`config.mk`:
```
export PLATFORM = sky130hd
export DESIGN_NAME = contiguous_region_allocator_unit_flat
export DESIGN_NICKNAME = d
export VERILOG_FILES = /design/src/hdl/cra_pkg.sv /design/src/hdl/cra_ifs.sv /design/src/hdl/contiguous_region_allocator_unit.sv /design/src/hdl/cra_dpath.sv /design/src/hdl/cra_ctrl.sv /design/src/flat_wrapper.sv
export SDC_FILE = /design/constraint.sdc
export NUM_CORES = 2
export LEC_CHECK = 0
export BUFFER_PORTS_ARGS = -buffer_cell sky130_fd_sc_hd__buf_2
export CELL_PAD_IN_SITES_DETAIL_PLACEMENT = 1
export CELL_PAD_IN_SITES_GLOBAL_PLACEMENT = 2
export CORE_UTILIZATION = 44
export CTS_CLUSTER_DIAMETER = 150
export CTS_CLUSTER_SIZE = 14
export DETAILED_ROUTE_END_ITERATION = 16
export GPL_TIMING_DRIVEN = 1
export PLACE_DENSITY_LB_ADDON = 0.1
export SYNTH_ARGS = -nofsm -noshare
export SYNTH_HDL_FRONTEND = slang
export SYNTH_SLANG_ARGS = --single-unit
```
`constraint.sdc`:
```
create_clock -name clk -period 14 [get_ports clk]
set_input_delay 2.8 -clock clk [delete_from_list [all_inputs] [get_ports clk]]
set_output_delay 2.8 -clock clk [all_outputs]
set_load 0.01 [all_outputs]
```
`src/hdl/cra_pkg.sv`:
```
// ----------------------------------------------------------------------------
// cra_pkg: shared definitions of the contiguous region allocator
// Sizes, codes, table entry layout and the controller/datapath link types.
// ----------------------------------------------------------------------------
package cra_pkg;

	localparam int MAX_REGIONS = 64;
	localparam int ADDR_WIDTH  = 20;
	localparam int IDX_W       = $clog2(MAX_REGIONS);
	localparam int CNT_W       = $clog2(MAX_REGIONS + 1);
	localparam int SIZE_W      = 21;
	localparam int OWNER_W     = 16;

	localparam logic [32:0] ADDR_CAP = 33'(1) << ADDR_WIDTH;
	localparam logic [SIZE_W-1:0] MEM_SIZE_RST = SIZE_W'(1048576);

	localparam logic [1:0] MODE_REQUEST = 2'd0;
	localparam logic [1:0] MODE_RELEASE = 2'd1;
	localparam logic [1:0] MODE_COMPACT = 2'd2;

	localparam logic [1:0] POL_FIRST = 2'd0;
	localparam logic [1:0] POL_BEST  = 2'd1;

	typedef enum logic [1:0] {
		ST_OK      = 2'd0,
		ST_NOFIT   = 2'd1,
		ST_NOOWNER = 2'd2,
		ST_FULL    = 2'd3
	} status_t;

	typedef struct packed {
		logic [OWNER_W-1:0] owner;
		logic [SIZE_W-1:0]  start_addr;
		logic [SIZE_W-1:0]  end_addr;
	} entry_t;

	typedef enum logic [3:0] {
		DP_NOP,
		DP_LOAD,
		DP_REQ_STEP,
		DP_UP_PREP,
		DP_UP_STEP,
		DP_PLACE,
		DP_REL_STEP,
		DP_DOWN_STEP,
		DP_CNT_DEC,
		DP_CMP_STEP,
		DP_OUT
	} dp_op_t;

	typedef enum logic [3:0] {
		S_IDLE,
		S_REQ_SCAN,
		S_UP_PREP,
		S_UP,
		S_PLACE,
		S_REL_SCAN,
		S_DOWN,
		S_CMP_SCAN,
		S_FIN
	} state_t;

	typedef struct packed {
		dp_op_t  op;
		logic    res_we;
		status_t res_code;
		logic    res_grant;
	} dp_cmd_t;

	typedef struct packed {
		logic [1:0] in_mode;
		logic       full;
		logic       last;
		logic       take;
		logic       found_nxt;
		logic       first_fit;
		logic       match;
		logic       pick_eq_cnt;
		logic       up_last;
		logic       down_more;
		logic       slot_free;
	} dp_sts_t;

endpackage

```
`src/hdl/cra_ifs.sv`:
```
// ----------------------------------------------------------------------------
// cra_req_if / cra_rsp_if: valid/ready channels of the region allocator
// Request beats carry an operation; response beats carry its outcome.
// ----------------------------------------------------------------------------
interface cra_req_if;
	logic                          valid;
	logic                          ready;
	logic [1:0]                    mode;
	logic [cra_pkg::OWNER_W-1:0]   owner_id;
	logic [cra_pkg::SIZE_W-1:0]    alloc_size;
	logic [1:0]                    fit_policy;

	modport source (output valid, mode, owner_id, alloc_size, fit_policy, input ready);
	modport sink   (input valid, mode, owner_id, alloc_size, fit_policy, output ready);
endinterface

interface cra_rsp_if;
	logic                          valid;
	logic                          ready;
	logic [1:0]                    status;
	logic [cra_pkg::SIZE_W-1:0]    granted_start;

	modport source (output valid, status, granted_start, input ready);
	modport sink   (input valid, status, granted_start, output ready);
endinterface

```
`src/hdl/contiguous_region_allocator_unit.sv`:
```
// Operations: a request scans the table, shifts up the entries above the chosen slot and
// places the region (an early first fit scans less, a miss skips the shift); a release
// scans and shifts down, a compact rewrites each entry; a full-table refusal or a no-op
// goes straight to the response. One beat at a time: the next request can be taken as soon
// as the response beat appears; an operation's final step waits while that beat is unread.
// Reset: arst_n clears the region count, the sequencer and the response valid flag; the
// memory size register returns to 1048576 and the table contents are left as they are.
// ----------------------------------------------------------------------------
// contiguous_region_allocator_unit: top level of the region allocator
// Joins the sequencer and the table datapath to the request, response and
// configuration ports.
// ----------------------------------------------------------------------------
module contiguous_region_allocator_unit (
	input  logic                         clk,
	input  logic                         arst_n,
	cra_req_if.sink                      req,
	cra_rsp_if.source                    rsp,
	input  logic                         cfg_we,
	input  logic [cra_pkg::SIZE_W-1:0]   cfg_wdata
);

	// The sequencer only issues commands; every piece of table state, the
	// scan bookkeeping and the response register live in the datapath.
	cra_pkg::dp_cmd_t cmd;
	cra_pkg::dp_sts_t sts;

	cra_ctrl u_ctrl (
		.clk      (clk),
		.arst_n   (arst_n),
		.in_valid (req.valid),
		.in_ready (req.ready),
		.sts      (sts),
		.cmd      (cmd)
	);

	// The response register lets a new request beat be taken while the last
	// response beat is still waiting on its consumer.
	cra_dpath u_dpath (
		.clk         (clk),
		.arst_n      (arst_n),
		.cmd         (cmd),
		.sts         (sts),
		.in_mode     (req.mode),
		.in_owner    (req.owner_id),
		.in_size     (req.alloc_size),
		.in_policy   (req.fit_policy),
		.cfg_we      (cfg_we),
		.cfg_wdata   (cfg_wdata),
		.out_valid   (rsp.valid),
		.out_ready   (rsp.ready),
		.out_status  (rsp.status),
		.out_granted (rsp.granted_start)
	);

`ifndef SYNTHESIS
	// An accepted beat always moves the sequencer out of idle.
	a_busy_after_accept: assert property (@(posedge clk) disable iff (!arst_n)
		req.valid && req.ready |=> !req.ready)
		else $error("request taken while an operation was in flight");

	// Loading the response register ends the operation and shows the beat.
	a_out_then_idle: assert property (@(posedge clk) disable iff (!arst_n)
		cmd.op == cra_pkg::DP_OUT |=> req.ready && rsp.valid)
		else $error("response load did not return to idle");

	// A region is never placed into a full table.
	a_no_place_full: assert property (@(posedge clk) disable iff (!arst_n)
		!(sts.full && cmd.op == cra_pkg::DP_PLACE))
		else $error("insert into a full region table");

	// Only a successful request reports a nonzero start.
	a_grant_only_ok: assert property (@(posedge clk) disable iff (!arst_n)
		rsp.valid && rsp.status != cra_pkg::ST_OK |-> rsp.granted_start == '0)
		else $error("failed operation reported a granted start");
`endif

endmodule

```
`src/hdl/cra_dpath.sv`:
```
// ----------------------------------------------------------------------------
// cra_dpath: region table memory, scan registers and result register
// Executes one controller command per cycle on the address-ordered table.
// ----------------------------------------------------------------------------
module cra_dpath (
	input  logic                          clk,
	input  logic                          arst_n,
	input  cra_pkg::dp_cmd_t              cmd,
	output cra_pkg::dp_sts_t              sts,
	input  logic [1:0]                    in_mode,
	input  logic [cra_pkg::OWNER_W-1:0]   in_owner,
	input  logic [cra_pkg::SIZE_W-1:0]    in_size,
	input  logic [1:0]                    in_policy,
	input  logic                          cfg_we,
	input  logic [cra_pkg::SIZE_W-1:0]    cfg_wdata,
	output logic                          out_valid,
	input  logic                          out_ready,
	output logic [1:0]                    out_status,
	output logic [cra_pkg::SIZE_W-1:0]    out_granted
);

	cra_pkg::entry_t mem_q [cra_pkg::MAX_REGIONS];
	cra_pkg::entry_t rdata_q;

	logic [cra_pkg::SIZE_W-1:0]  mem_size_q;
	logic [cra_pkg::CNT_W-1:0]   cnt_q, i_q, pick_q;
	logic [cra_pkg::SIZE_W-1:0]  prev_end_q, pick_size_q, pick_start_q, next_q;
	logic                        found_q;
	logic [cra_pkg::OWNER_W-1:0] owner_q;
	logic [cra_pkg::SIZE_W-1:0]  size_q;
	logic [1:0]                  pol_q;
	cra_pkg::status_t            res_code_q;
	logic [cra_pkg::SIZE_W-1:0]  res_grant_q;
	logic                        ov_q;
	logic [1:0]                  os_q;
	logic [cra_pkg::SIZE_W-1:0]  og_q;

	logic [cra_pkg::SIZE_W-1:0]  usable, lim, hole, len;
	logic                        fit, better;
	logic [cra_pkg::CNT_W-1:0]   rd_ptr;
	logic                        mem_we;
	logic [cra_pkg::CNT_W-1:0]   wr_ptr;
	cra_pkg::entry_t             wdata;

	assign usable = ({12'd0, mem_size_q} > cra_pkg::ADDR_CAP)
		? cra_pkg::ADDR_CAP[cra_pkg::SIZE_W-1:0] : mem_size_q;
	assign lim    = (i_q < cnt_q) ? rdata_q.start_addr : usable;
	assign hole   = (lim >= prev_end_q) ? lim - prev_end_q : '0;
	assign fit    = size_q <= hole;
	assign better = (pol_q == cra_pkg::POL_BEST) ? (hole < pick_size_q)
		: (pol_q != cra_pkg::POL_FIRST) && (hole > pick_size_q);
	assign len    = rdata_q.end_addr - rdata_q.start_addr;

	always_comb begin
		sts.in_mode     = in_mode;
		sts.full        = cnt_q == cra_pkg::CNT_W'(cra_pkg::MAX_REGIONS);
		sts.last        = i_q == cnt_q;
		sts.take        = fit && (!found_q || better);
		sts.found_nxt   = found_q || fit;
		sts.first_fit   = pol_q == cra_pkg::POL_FIRST;
		sts.match       = rdata_q.owner == owner_q;
		sts.pick_eq_cnt = pick_q == cnt_q;
		sts.up_last     = (i_q - 1'b1) == pick_q;
		sts.down_more   = (i_q + 1'b1) < cnt_q;
		sts.slot_free   = !ov_q || out_ready;
	end

	always_comb begin
		case (cmd.op)
			cra_pkg::DP_LOAD:      rd_ptr = '0;
			cra_pkg::DP_UP_PREP:   rd_ptr = cnt_q - 1'b1;
			cra_pkg::DP_UP_STEP:   rd_ptr = i_q - 2'd2;
			cra_pkg::DP_DOWN_STEP: rd_ptr = i_q + 2'd2;
			default:               rd_ptr = i_q + 1'b1;
		endcase
	end

	always_comb begin
		mem_we = 1'b0;
		wr_ptr = i_q;
		wdata  = rdata_q;
		case (cmd.op)
			cra_pkg::DP_UP_STEP,
			cra_pkg::DP_DOWN_STEP: mem_we = 1'b1;
			cra_pkg::DP_PLACE: begin
				mem_we           = 1'b1;
				wr_ptr           = pick_q;
				wdata.owner      = owner_q;
				wdata.start_addr = pick_start_q;
				wdata.end_addr   = pick_start_q + size_q;
			end
			cra_pkg::DP_CMP_STEP: begin
				mem_we           = 1'b1;
				wdata.start_addr = next_q;
				wdata.end_addr   = next_q + len;
			end
			default: mem_we = 1'b0;
		endcase
	end

	always_ff @(posedge clk) begin
		if (mem_we)
			mem_q[wr_ptr[cra_pkg::IDX_W-1:0]] <= wdata;
		rdata_q <= mem_q[rd_ptr[cra_pkg::IDX_W-1:0]];
	end

	always_ff @(posedge clk or negedge arst_n) begin
		if (!arst_n) begin
			mem_size_q <= cra_pkg::MEM_SIZE_RST;
			cnt_q      <= '0;
			ov_q       <= 1'b0;
		end else begin
			if (cfg_we)
				mem_size_q <= cfg_wdata;
			if (cmd.op == cra_pkg::DP_PLACE)
				cnt_q <= cnt_q + 1'b1;
			else if (cmd.op == cra_pkg::DP_CNT_DEC)
				cnt_q <= cnt_q - 1'b1;
			if (cmd.op == cra_pkg::DP_OUT)
				ov_q <= 1'b1;
			else if (out_ready)
				ov_q <= 1'b0;
		end
	end

	always_ff @(posedge clk) begin
		case (cmd.op)
			cra_pkg::DP_LOAD: begin
				owner_q    <= in_owner;
				size_q     <= in_size;
				pol_q      <= in_policy;
				i_q        <= '0;
				prev_end_q <= '0;
				next_q     <= '0;
				found_q    <= 1'b0;
			end
			cra_pkg::DP_REQ_STEP: begin
				if (sts.take) begin
					pick_q       <= i_q;
					pick_size_q  <= hole;
					pick_start_q <= prev_end_q;
					found_q      <= 1'b1;
				end
				prev_end_q <= rdata_q.end_addr;
				i_q        <= i_q + 1'b1;
			end
			cra_pkg::DP_UP_PREP:  i_q <= cnt_q;
			cra_pkg::DP_UP_STEP:  i_q <= i_q - 1'b1;
			cra_pkg::DP_REL_STEP,
			cra_pkg::DP_DOWN_STEP: i_q <= i_q + 1'b1;
			cra_pkg::DP_CMP_STEP: begin
				next_q <= next_q + len;
				i_q    <= i_q + 1'b1;
			end
			cra_pkg::DP_OUT: begin
				os_q <= res_code_q;
				og_q <= res_grant_q;
			end
			default: i_q <= i_q;
		endcase
		if (cmd.res_we) begin
			res_code_q  <= cmd.res_code;
			res_grant_q <= cmd.res_grant ? pick_start_q : '0;
		end
	end

	assign out_valid   = ov_q;
	assign out_status  = os_q;
	assign out_granted = og_q;

endmodule

```
`src/hdl/cra_ctrl.sv`:
```
// ----------------------------------------------------------------------------
// cra_ctrl: sequencer of the region allocator
// Walks each operation through scan, shift and write-back steps.
// ----------------------------------------------------------------------------
module cra_ctrl (
	input  logic              clk,
	input  logic              arst_n,
	input  logic              in_valid,
	output logic              in_ready,
	input  cra_pkg::dp_sts_t  sts,
	output cra_pkg::dp_cmd_t  cmd
);

	cra_pkg::state_t state_q, state_nxt;

	always_ff @(posedge clk or negedge arst_n) begin
		if (!arst_n)
			state_q <= cra_pkg::S_IDLE;
		else
			state_q <= state_nxt;
	end

	always_comb begin
		state_nxt = state_q;
		case (state_q)
			cra_pkg::S_IDLE: begin
				if (in_valid) begin
					case (sts.in_mode)
						cra_pkg::MODE_REQUEST:
							state_nxt = sts.full ? cra_pkg::S_FIN : cra_pkg::S_REQ_SCAN;
						cra_pkg::MODE_RELEASE: state_nxt = cra_pkg::S_REL_SCAN;
						cra_pkg::MODE_COMPACT: state_nxt = cra_pkg::S_CMP_SCAN;
						default:               state_nxt = cra_pkg::S_FIN;
					endcase
				end
			end
			cra_pkg::S_REQ_SCAN: begin
				if ((sts.take && sts.first_fit) || sts.last)
					state_nxt = sts.found_nxt ? cra_pkg::S_UP_PREP : cra_pkg::S_FIN;
			end
			cra_pkg::S_UP_PREP:
				state_nxt = sts.pick_eq_cnt ? cra_pkg::S_PLACE : cra_pkg::S_UP;
			cra_pkg::S_UP:
				if (sts.up_last)
					state_nxt = cra_pkg::S_PLACE;
			cra_pkg::S_PLACE: state_nxt = cra_pkg::S_FIN;
			cra_pkg::S_REL_SCAN: begin
				if (sts.last)
					state_nxt = cra_pkg::S_FIN;
				else if (sts.match)
					state_nxt = cra_pkg::S_DOWN;
			end
			cra_pkg::S_DOWN:
				if (!sts.down_more)
					state_nxt = cra_pkg::S_FIN;
			cra_pkg::S_CMP_SCAN:
				if (sts.last)
					state_nxt = cra_pkg::S_FIN;
			cra_pkg::S_FIN:
				if (sts.slot_free)
					state_nxt = cra_pkg::S_IDLE;
			default: state_nxt = cra_pkg::S_IDLE;
		endcase
	end

	always_comb begin
		cmd.op        = cra_pkg::DP_NOP;
		cmd.res_we    = 1'b0;
		cmd.res_code  = cra_pkg::ST_OK;
		cmd.res_grant = 1'b0;
		in_ready      = 1'b0;
		case (state_q)
			cra_pkg::S_IDLE: begin
				in_ready = 1'b1;
				if (in_valid) begin
					cmd.op     = cra_pkg::DP_LOAD;
					cmd.res_we = 1'b1;
					if (sts.in_mode == cra_pkg::MODE_REQUEST && sts.full)
						cmd.res_code = cra_pkg::ST_FULL;
				end
			end
			cra_pkg::S_REQ_SCAN: begin
				cmd.op = cra_pkg::DP_REQ_STEP;
				if (((sts.take && sts.first_fit) || sts.last) && !sts.found_nxt) begin
					cmd.res_we   = 1'b1;
					cmd.res_code = cra_pkg::ST_NOFIT;
				end
			end
			cra_pkg::S_UP_PREP: cmd.op = cra_pkg::DP_UP_PREP;
			cra_pkg::S_UP:      cmd.op = cra_pkg::DP_UP_STEP;
			cra_pkg::S_PLACE: begin
				cmd.op        = cra_pkg::DP_PLACE;
				cmd.res_we    = 1'b1;
				cmd.res_grant = 1'b1;
			end
			cra_pkg::S_REL_SCAN: begin
				if (sts.last) begin
					cmd.res_we   = 1'b1;
					cmd.res_code = cra_pkg::ST_NOOWNER;
				end else if (!sts.match) begin
					cmd.op = cra_pkg::DP_REL_STEP;
				end
			end
			cra_pkg::S_DOWN: begin
				if (sts.down_more) begin
					cmd.op = cra_pkg::DP_DOWN_STEP;
				end else begin
					cmd.op     = cra_pkg::DP_CNT_DEC;
					cmd.res_we = 1'b1;
				end
			end
			cra_pkg::S_CMP_SCAN: begin
				if (sts.last)
					cmd.res_we = 1'b1;
				else
					cmd.op = cra_pkg::DP_CMP_STEP;
			end
			cra_pkg::S_FIN:
				if (sts.slot_free)
					cmd.op = cra_pkg::DP_OUT;
			default: cmd.op = cra_pkg::DP_NOP;
		endcase
	end

endmodule
```
`src/flat_wrapper.sv`:
```
// flat-port wrapper written by rule: the top's interface ports become plain ports
module contiguous_region_allocator_unit_flat 
  (clk, arst_n, cfg_we, cfg_wdata, req_valid, req_mode, req_owner_id, req_alloc_size, req_fit_policy, req_ready, rsp_valid, rsp_status, rsp_granted_start, rsp_ready);
  cra_req_if req_i ();
  cra_rsp_if rsp_i ();
  input  logic clk;
  input  logic arst_n;
  input  logic cfg_we;
  input  logic [cra_pkg::SIZE_W-1:0] cfg_wdata;
  input wire logic [$bits(req_i.valid)-1:0] req_valid;
  input wire logic [$bits(req_i.mode)-1:0] req_mode;
  input wire logic [$bits(req_i.owner_id)-1:0] req_owner_id;
  input wire logic [$bits(req_i.alloc_size)-1:0] req_alloc_size;
  input wire logic [$bits(req_i.fit_policy)-1:0] req_fit_policy;
  output wire logic [$bits(req_i.ready)-1:0] req_ready;
  output wire logic [$bits(rsp_i.valid)-1:0] rsp_valid;
  output wire logic [$bits(rsp_i.status)-1:0] rsp_status;
  output wire logic [$bits(rsp_i.granted_start)-1:0] rsp_granted_start;
  input wire logic [$bits(rsp_i.ready)-1:0] rsp_ready;
  assign req_i.valid = req_valid;
  assign req_i.mode = req_mode;
  assign req_i.owner_id = req_owner_id;
  assign req_i.alloc_size = req_alloc_size;
  assign req_i.fit_policy = req_fit_policy;
  assign req_ready = req_i.ready;
  assign rsp_valid = rsp_i.valid;
  assign rsp_status = rsp_i.status;
  assign rsp_granted_start = rsp_i.granted_start;
  assign rsp_i.ready = rsp_ready;
  contiguous_region_allocator_unit u_core (.clk(clk), .arst_n(arst_n), .req(req_i), .rsp(rsp_i), .cfg_we(cfg_we), .cfg_wdata(cfg_wdata));
endmodule
```
==> summary.md <==
| Metric | Value |
|---|---|
| Status | complete, no violations |
| Area leader, netlist | edfxtp_1 |
| Synth top cells by count | 3896 x edfxtp_1, 1885 x nand2_1, 778 x nand3_1, 322 x mux4_2, 271 x buf_2 |
| Number of global-route vias before repair | around 100000 |
| Clock slew at reported path FFs | 0.09 ns |
| Row cnt | about 220 |
| Final Util | 48.75% |
| Slowest CP cell | edfxtp_1 |
| Top FF cell, synth | edfxtp_1 |
| Met3 Wirelength | about 60 mm |
| Clock Skew | 0.05979 ns |
| Top-count cell post-synth | edfxtp_1 |
| Sequential share of the synthesized area | approximately 74% |
| Width of the die | about 600 um |
| CTS max path bufs | 4 |
| Hold endpoint | u_core.u_dpath.out_granted[1] |
| CP Data Required Time | between 10 and 15 ns |
| Hold path depth | 0 |
| Cell count after synthesis | 10350 |
| Setup Buffers After CTS | 0 |
| Crit path kind | reg2reg |
| M1 WL | approximately 250 mm |
| Top post-synthesis cells by area | edfxtp_1 73%, mux4_2 4.5%, nand2_1 4.4%, nand3_1 2.4%, mux2i_1 1.5% |
| Yosys reg bits | 3987 |
| DR top layer | met5 |
| R2r setup slk | between 4 and 5 ns |
| DRC viols | 0 |
| Max frequency | ~0.10 GHz |
| Gpl congestion | a little under 0.9 |
| Hold Fails Final Rpt | 0 |
| Hpwl dp | between 300 and 400 mm |
| Min-delay src | u_core.u_dpath.res_grant_q[1] |
| Post-synthesis cell type count | ~100 |
| Endpoints failing setup | 0 |
| Synthesis-to-finish area growth | 10.11% |
| Clock Sinks | 3987 |
| Avg WL per Cell | ~40 um |
| Via/cell ratio | between 6 and 7 |
| Synth Area per Inst | about 16 um^2 |
| R2R depth | 31 |
| Synth Cell Area | approximately 160000 um^2 |
| Initial DRC Count | 15160 |
| Crit path launch type | register |
| EDFF count, synth | roughly 3900 |
| CTS Hold Bufs | 0 |
| Met2 wire len | 287.5 mm |
| Asr flop ratio synth | less than 1% |
| Slew Viols, Final | 0 |
| R2R Path Start | u_core.u_dpath.i_q[0] |
| DRT Pass-1 Iters | 7 |
| Largest net degree at the start of global routing | approximately 120 |
| Worst-skew pair later-pin latency | around 0.98 ns |
| Area of the die | between 300000 and 400000 um^2 |
| Initial antenna violation count | 41 |
| Share of the synthesized area in the top cell type | between 70% and 80% |
| Reg-to-reg endpoint | u_core.u_dpath.found_q |
| Total Wirelength | approximately 630 mm |
| Setup tns final | 0 ns |
| Routed Antenna Nets | 0 |
| Max-cap violations | 0 |
| Most frequent cell on the critical path | o21ai_0 |
| RSZ-0062 raised after global routing | false |
| Post-CTS resize count | 0 |
| Initial Utilization | approximately 44% |
| Clock H-tree levels | 5 |
| Clk root buf | clkbuf_16 |
| CP Capture Type | register |
| Hold_ws | between 0.4 and 0.5 ns |
| Core area | approximately 360000 um^2 |
| Crit-path max FO | 41 |
| First-pass GRT wire length | approximately 850 mm |
| Fillers | approximately 34000 |
| Remaining Overflow, GRT | 0 |
| Syn Nets | ~11000 |
| Pin slew with the least headroom to its limit | ~1.5 ns |
| Net count, final | ~11000 |
| Share of cells above drive strength 1 | between 10 and 15% |
| Arrival time at the worst endpoint | 10.61 ns |
| Die Height | ~610 um |
| CP peak stage delay | approximately 0.88 ns |
| Max transition margin | less than 1% |
| Final min period | 9.950 ns |
| IO Pins | 92 |
| CTS Buf Count | roughly 320 |
| Period utilization | between 70% and 80% |
| Vias | about 100k |
| PortBufs | between 90 and 100 |
| Hold crit path type | reg2reg |
| GRT Total Usage | 33.81% |
| Ys Warns | 0 |
| CTS tree | built |
==> worst max path at each step <==
stage	startpoint	endpoint	slack (ns)	cells after the start
6_report	u_core.u_dpath.i_q[0]	u_core.u_dpath.found_q	4.05	31
5_1_grt	u_core.u_dpath.i_q[0]	u_core.u_dpath.found_q	3.26	31
4_1_cts	u_core.u_dpath.i_q[0]	u_core.u_dpath.found_q	4.05	31
3_5_place_dp	u_core.u_dpath.i_q[0]	u_core.u_dpath.found_q	4.09	31
3_3_place_gp	u_core.u_dpath.i_q[0]	u_core.u_dpath.found_q	4.01	31
2_1_floorplan	u_core.u_dpath.i_q[0]	u_core.u_dpath.found_q	3.18	34
==> cell usage in the layout (no fill, tap or decap), drive strengths merged, types with 159 or more instances in the layout <==
cell type | netlist | routed
nor2 | 183 | 183
o21ai | 159 | 159
edfxtp | 3896 | 3896
mux4 | 322 | 322
a21oi | 259 | 259
buf | 439 | 398
nand3 | 780 | 780
and3 | 165 | 165
nand2 | 1886 | 1886
inv | 156 | 165
clkbuf | 170 | 527
a31oi | 185 | 185
mux2i | 249 | 249
==> layout make-up <==
cell class / instances / area, um^2 / share of cell area, %
Sequential cell: 3987 / 119000 / 67.28
Multi-Input combinational cell: 5596 / 38800 / 21.94
Clock inverter: 18 / 250.2 / 0.1415
Tap cell: 4794 / 5998 / 3.392
Clock buffer: 527 / 9040 / 5.112
Antenna cell: 20 / 50.05 / 0.02830
Inverter: 157 / 590.6 / 0.3339
Timing Repair Buffer: 398 / 3136 / 1.773
==> flip-flops by register name, summed over array words and instances (netlist names) <==
register and flops:
u_core.u_dpath.res_code_q 2, u_core.u_dpath.pick_size_q 21, u_core.u_dpath.found_q 1, u_core.u_ctrl.state_q 4
u_core.u_dpath.pick_start_q 21, u_core.u_dpath.pick_q 7, u_core.u_dpath.rdata_q 58, u_core.u_dpath.mem_size_q 21
u_core.u_dpath.prev_end_q 21, u_core.u_dpath.cnt_q 7, u_core.u_dpath.owner_q 16, u_core.u_dpath.mem_q 3712
u_core.u_dpath.pol_q 2, u_core.u_dpath.size_q 21, u_core.u_dpath.res_grant_q 21, u_core.u_dpath.out_status 2
u_core.u_dpath.out_valid 1, u_core.u_dpath.i_q 7, u_core.u_dpath.next_q 21, u_core.u_dpath.out_granted 21
==> routing by layer <==
layer  track usage, %  vias up
met5                0        -
met4            13.74       12
met3            5.720     1113
met2            52.86     5588
met1            47.20    54790
li1                 -    40230
==> worst max-delay path: cells and delay by family, from the launching register on <==
kind | cells | cell delay, ns
AOI/OAI and AO/OA | 16 | 4.65
and+or+nand+nor | 8 | 1.65
buffers and inverters | 4 | 1.45
adders and majority gates | 3 | 0.94
DFF | 1 | 0.88
==> through the flow <==
| stage | cell area, um^2 | cells | setup WS, ns |
|---|---|---|---|
| after floorplan | 160600 | 10350 | 3.183 |
| after global placement | 167500 | 14930 | 4.012 |
| after detailed placement | 167500 | 14930 | 4.093 |
| after CTS | 176800 | 15480 | 4.048 |
| after global routing | 176800 | 15480 | 3.259 |
| final | 176800 | 15500 | 4.050 |
==> cell families after synthesis <==
group / synth area share, %
AND/OR/NAND/NOR: 9.666
AO/OA/AOI/OAI: 5.780
multiplexers: 6.313
adder cells (fa/ha/maj): 1.284
flip-flops: 74.08
XOR/XNOR: 0.5290
buffers and inverters: 2.345
Power is not shown: default switching activity piles up to over one toggle a cycle in this logic, so the estimate is an artifact.
